===== config.mk =====
export PLATFORM = sky130hd
export DESIGN_NAME = bis_axis
export DESIGN_NICKNAME = d
export VERILOG_FILES = /design/src/rtl/bis_pkg.sv /design/src/rtl/bis_axis.sv
export SDC_FILE = /design/constraint.sdc
export NUM_CORES = 1
export LEC_CHECK = 0
export ABC_AREA = 1
export CAP_MARGIN = 20
export CORE_MARGIN = 3
export CORE_UTILIZATION = 51
export DETAILED_ROUTE_END_ITERATION = 10
export DONT_BUFFER_PORTS = 1
export PLACE_DENSITY = 0.76
export SYNTH_ARGS = -nofsm -noshare
export SYNTH_HDL_FRONTEND = slang
export SYNTH_SLANG_ARGS = --single-unit

===== constraint.sdc =====
create_clock -name clk -period 6.62 [get_ports clk]
set_input_delay 1.324 -clock clk [delete_from_list [all_inputs] [get_ports clk]]
set_output_delay 1.324 -clock clk [all_outputs]
set_load 0.005 [all_outputs]

===== src/rtl/bis_pkg.sv =====
// Shared types, constants and helpers of the bilinear image sampler.
package bis_pkg;

	localparam int COORD_BITS = 26;
	localparam int FRAC_BITS = 16;
	localparam int PIXEL_BITS = 16;
	localparam int COL_BITS = 7;
	localparam int ROW_BITS = 7;
	localparam int CFG_BITS = 8;
	localparam int CFG_RESET = 128;
	localparam int DEF_MAX_WIDTH = 128;
	localparam int DEF_MAX_HEIGHT = 128;
	localparam int APB_ADDR_BITS = 3;
	localparam int APB_DATA_BITS = 32;

	localparam logic [FRAC_BITS:0] FRAC_ONE = {1'b1, {FRAC_BITS{1'b0}}};

	typedef enum logic {
		ACT_WRITE  = 1'b0,
		ACT_SAMPLE = 1'b1
	} action_t;

	typedef enum logic {
		REG_WIDTH  = 1'b0,
		REG_HEIGHT = 1'b1
	} cfg_reg_t;

	typedef struct packed {
		logic s1;
		logic s2;
	} axis_en_t;

	typedef struct packed {
		logic s4;
		logic s5;
		logic s6;
		logic s7;
	} blend_en_t;

	// Size in use: zero reads as one, anything above the store saturates.
	function automatic int unsigned eff_size(input int unsigned raw, input int unsigned maxv);
		int unsigned res;
		if (raw == 0) begin
			res = 1;
		end else if (raw > maxv) begin
			res = maxv;
		end else begin
			res = raw;
		end
		return res;
	endfunction

endpackage


===== src/rtl/bis_axis.sv =====
// One coordinate axis: scale, half-pixel offset, clamp, neighbor indices and fraction.
module bis_axis #(
	parameter int MAX_SIZE = bis_pkg::DEF_MAX_WIDTH,
	localparam int SW = $clog2(MAX_SIZE + 1),
	localparam int IW = $clog2(MAX_SIZE)
) (
	input  logic                                    clk,
	input  bis_pkg::axis_en_t                       en,
	input  logic signed [bis_pkg::COORD_BITS-1:0]   coord,
	input  logic                                    normalized,
	input  logic        [SW-1:0]                    size,
	output logic        [IW-1:0]                    idx0,
	output logic        [IW-1:0]                    idx1,
	output logic                                    same,
	output logic        [bis_pkg::FRAC_BITS:0]      frac
);

	localparam int F  = bis_pkg::FRAC_BITS;
	localparam int PW = bis_pkg::COORD_BITS + SW + 1;
	localparam int CW = SW + F;
	localparam logic signed [PW:0] HALF = (PW + 1)'(1) << (F - 1);

	logic signed [PW-1:0] scaled;
	logic signed [PW-1:0] scaled_s1;
	logic signed [PW:0]   shifted;
	logic signed [PW:0]   lim_ext;
	logic        [CW-1:0] lim;
	logic        [CW-1:0] clamped;
	logic        [CW-1:0] clamped_s2;
	logic        [SW-1:0] whole;
	logic        [SW-1:0] idx0_full;
	logic                 at_end;

	always_comb begin
		if (normalized) begin
			scaled = PW'(coord) * PW'($signed({1'b0, size}));
		end else begin
			scaled = PW'(coord);
		end
	end

	assign lim     = {size, {F{1'b0}}};
	assign lim_ext = $signed((PW + 1)'(lim));
	assign shifted = (PW + 1)'(scaled_s1) - HALF;

	always_comb begin
		if (shifted < 0) begin
			clamped = '0;
		end else if (shifted > lim_ext) begin
			clamped = lim;
		end else begin
			clamped = shifted[CW-1:0];
		end
	end

	always_ff @(posedge clk) begin
		if (en.s1) begin
			scaled_s1 <= scaled;
		end
		if (en.s2) begin
			clamped_s2 <= clamped;
		end
	end

	// far edge: a whole pixel of fraction between two equal edge pixels
	assign whole     = clamped_s2[CW-1:F];
	assign at_end    = (whole == size);
	assign idx0_full = at_end ? (size - SW'(1)) : whole;
	assign same      = (idx0_full == (size - SW'(1)));
	assign idx0      = idx0_full[IW-1:0];
	assign idx1      = same ? idx0 : (idx0 + IW'(1));
	assign frac      = at_end ? bis_pkg::FRAC_ONE : {1'b0, clamped_s2[F-1:0]};

endmodule


# Word level (Yosys, flattened, before mapping)
# Index checks and enable logic that the tools add are counted.
# totals
regBits,59
in_bits,38
output_inout_bits,32
word_cells,17
# op_classes
addsub,3
multipliers,1
magnitude_cmp,2
n_eq_ne,2
n_mux,5
reduce_logical,1
# ops
op,n
> comparator 36 x 25 -> 1 bit,1
"< comparator 36 x 1 -> 1 bit, second input constant",1
"subtractor 35 x 17 -> 36 bit, second input constant",1
multiplier 26 x 9 -> 35 bit,1
2-to-1 mux 35 bit,1
2-to-1 mux 24 bit,1
2-to-1 mux 17 bit,1
== test 8 bit,2
2-to-1 mux 8 bit,1
"subtractor 8 x 1 -> 8 bit, second input constant",1
"adder 7 x 1 -> 7 bit, second input constant",1
2-to-1 mux 7 bit,1
OR reduction 2 bit,1

# Depth between registers and ports, before layout
# depth
word_depth,4
depth_mapped,25
ltp_nobuf,23

# Worst setup path after synthesis
# OpenSTA, ideal clock, no wires.
# synth_path
kind,input to register
from,in size[2]
to,"reg scaled_s1[34], data pin"
setup_time_ns,0.260
arrival_time_ns,5.468
setup_slack_ns,0.892
path_stages,21
n_path_buf,2
cell_sequence,buf_2 > buf_1 > nand2_1 > fa_1 > inv_1 > fa_1 > inv_1 > fa_1 > fa_1 > inv_1 > ha_1 > a21oi_1 > o21ai_2 > a21boi_0 > o21bai_1 > nand2_1 > nand2_1 > nand3_1 > nand3b_1 > nand3_1 > nand2_1
# synth_via
elab_chain_len,2
# synth_rtl
element,line_no,text
from (decl),bis_axis.sv:11,"input logic [SW-1:0] size,"
multiplier 26 x 9 -> 35 bit,bis_axis.sv:36,"scaled = PW'(coord) * PW'($signed({1'b0, size}));"
2-to-1 mux 35 bit,bis_axis.sv:35,if (normalized) begin
named net scaled[34],bis_axis.sv:23,logic signed [PW-1:0] scaled;
to (signal assigned),bis_axis.sv:58,scaled_s1 <= scaled;
to (decl),bis_axis.sv:24,logic signed [PW-1:0] scaled_s1;
# The timed path passes the listed nets, and every way through them passes these cells.
# A chain may end at the register's enable or synchronous reset.

# Worst setup path in the final report
# layout_path
from,in size[5]
to,"reg scaled_s1[19], data pin"
# The elaborated chain is that of the path after synthesis.

==> run metrics <==
largest net degree at the start of global routing=36; wire length per cell=14.8 µm; vias per inst=5.19; ys flop type=edfxtp_1; crit path max fanout=32; cell with the most instances after synthesis=inv_1; Setup TNS Final=0 ns; placed instance area=0.0119 mm²; sw power=2.54 mW; f_max=185 MHz; ANT cells=0; clk sink count=59; Critical Path Start Type=primary input; slowest stage cell, crit path=fa_1; total I/O pin count=70; Ys Warns=0; first-pass GRT wire length=46800 µm; status=finished, final reports clean; DIE HEIGHT=158 µm; nets=1884; CTS root buf=clkbuf_16; fillers=2134; core outline area=0.0227 mm²; post-synthesis average cell area=7.17 µm²; critical-path cell list=nand2_1, fa_1, fa_1, inv_1, fa_1, inv_1, fa_1, inv_1, ha_1, a21oi_1, a21boi_1, o21ai_0, nand2_1, nand2_1, nand2_1, nand2_1, or2_1, nand3_1, nand2_1; worst clock skew=0.00584 ns; clk buf depth=2; area delta synth->final=3.28%; Worst-Skew Late Latency=0.33 ns; peak supply drop=183 µV; Max Slew Vio Count=0; GP Congestion=0.960; Comb power frac=75.6%; crit-path max cell delay=0.56 ns; synth cell count leaders=inv_1 (450), nand2_1 (435), fa_1 (162); unrepaired setup endpoints after global routing=false; row count=55; layout cells sized above 1=3.17%; antenna violations before repair=0; worst endpoint required time=6.69 ns; max_cap viols=0; Final ANT Viol Nets=0; Final Hold Vio Count=0; cell internal pwr=2.20 mW; First-pass DRT Iterations=5; Mapped Area=0.0119 mm²; cts repair resizes=0; pwr/cell area=387 mW/mm²; worst min path class=register to register; Final HPWL DP=22500 µm; Synth area leaders=fa_1 (27%), edfxtp_1 (15%), inv_1 (14%), nand2_1 (14%), ha_1 (8.6%); Synth top area share=27.4%; syn nets=1935; flop and latch count out of synthesis=59; DR DRC count=0; Vias=9826; postcts setup bufs=0; Max-Slew Margin vs Limit=63.6%; Crit Path Class=primary input to register; die area=0.0251 mm²; Flop pwr share=14.5%; crit share post-route=81.5%; Worst setup EP type=register; # hold bufs at CTS=0; clock slew at reported path FFs=0.06 ns; initial cell density of the core=52.2%; Seq/Total Area, Yosys=14.9%; Final Critical Period=5.40 ns; CP Data Arrival Time=5.47 ns; Hold Slack=0.567 ns; Design Area, Final=0.0122 mm²; width of the die=158 µm; total track usage=23.2%; count of different cell masters after synthesis=43; vias in the first global route=9953; TritonCTS Buffers=9; Synth Instances=1654; Leak=7.04 nW; sw frac=53.6%; TritonCTS clock tree=built; most used cell, CP=nand2_1; Routed Wire Length=28100 µm; H-Tree Depth=3; Post-synth ARST share=0%; 1st-iter DRT viols=784; Synth area leader=fa_1; final setup violation count=0; port bufs=0; clock share of power=9.9%; Tightest Pin Transition=0.540 ns; gr ovfl total=0; number of flops mapped to enable cells by yosys=59
## power groups by stage
stage / registers, mW / logic, mW / clock network, mW
floorplan: 0.663 / 2.80 / 0
global placement: 0.688 / 3.49 / 0
detailed placement: 0.692 / 3.55 / 0
CTS: 0.685 / 3.57 / 0.477
global route: 0.702 / 4.11 / 0.497
finish: 0.686 / 3.59 / 0.470
## metrics by stage
stage               util (%)  total power, mW  worst slack, ns  instances
CTS                     53.9             4.73             1.25       1893
detailed placement      52.5             4.24            0.901       1877
finish                  53.9             4.74             1.22       1893
floorplan                  -             3.47            0.892       1654
global placement        52.5             4.18            0.988       1877
global route            53.9             5.31            0.972       1893
## worst paths after layout
check / start / endpoint / slack (ns) / depth (start not counted)
worst max register to register: scaled_s1[15] / clamped_s2[19] / 3.74 / 15
worst min register to register: scaled_s1[0] / clamped_s2[0] / 0.57 / 2
worst min-delay path: scaled_s1[0] / clamped_s2[0] / 0.57 / 2
worst max-delay path: size[5] / scaled_s1[19] / 1.22 / 19
## cell type report
cell class / instances / area (µm²) / share of cell area (%)
clock buffers: 9 / 225 / 1.84
clock inverters: 7 / 83.8 / 0.685
inverters: 457 / 1720 / 14.0
multi-input cells: 1075 / 8080 / 66.0
flip-flops and latches: 59 / 1770 / 14.5
well taps: 285 / 357 / 2.91
repair buffers: 1 / 7.51 / 0.0613
## metal layers
| metal | vias up | GRT usage, % | routed length [µm] |
|---|---|---|---|
| li1 | 4754 | - | - |
| met1 | 4723 | 28.3 | 11300 |
| met2 | 293 | 43.1 | 14300 |
| met3 | 56 | 2.64 | 1720 |
| met4 | 0 | 6.88 | 741 |
| met5 | - | 0 | 0 |
## kinds of logic (layout without fill, tap and decap cells)
group,after synthesis,after routing,share of synthesized area [%]
buf+inv,520,474,16.9
flops,59,59,14.9
xor+xnor,42,42,3.10
fa+ha+maj,243,243,35.9
simple gates,672,672,23.7
compound gates,118,118,5.47
## registers in the layout (all words and copies together), names as in the netlist
| name | flops |
|---|---|
| clamped_s2 | 24 |
| scaled_s1 | 35 |
## critical path: cells and delay by family
family,cells,cell delay (ns)
fa+ha+maj,5,2.43
compound gates,3,0.80
simple gates,8,0.72
buf+inv,3,0.17
## cells in the final DEF, fill, tap and decap left out, drive strengths merged
cell type	Yosys	routed
inv	456	459
nand2	443	443
fa	162	162
nor2	133	133
ha	81	81
edfxtp	59	59
nand3	56	56
o21ai	56	56
a21oi	47	47
xnor2	25	25
nand4	19	19
xor2	17	17
clkbuf	31	9
nor3	7	7
nand3b	6	6
o211ai	5	5
nor4	4	4
a21boi	3	3
or2	3	3
clkinv	1	3
o21bai	2	2
o21a	2	2
o2111ai	2	2
a31oi	1	1
and2	1	1
bufinv	0	1
clkinvlp	0	1
buf	32	1
Note: power is estimated with default switching activity, not from simulation.
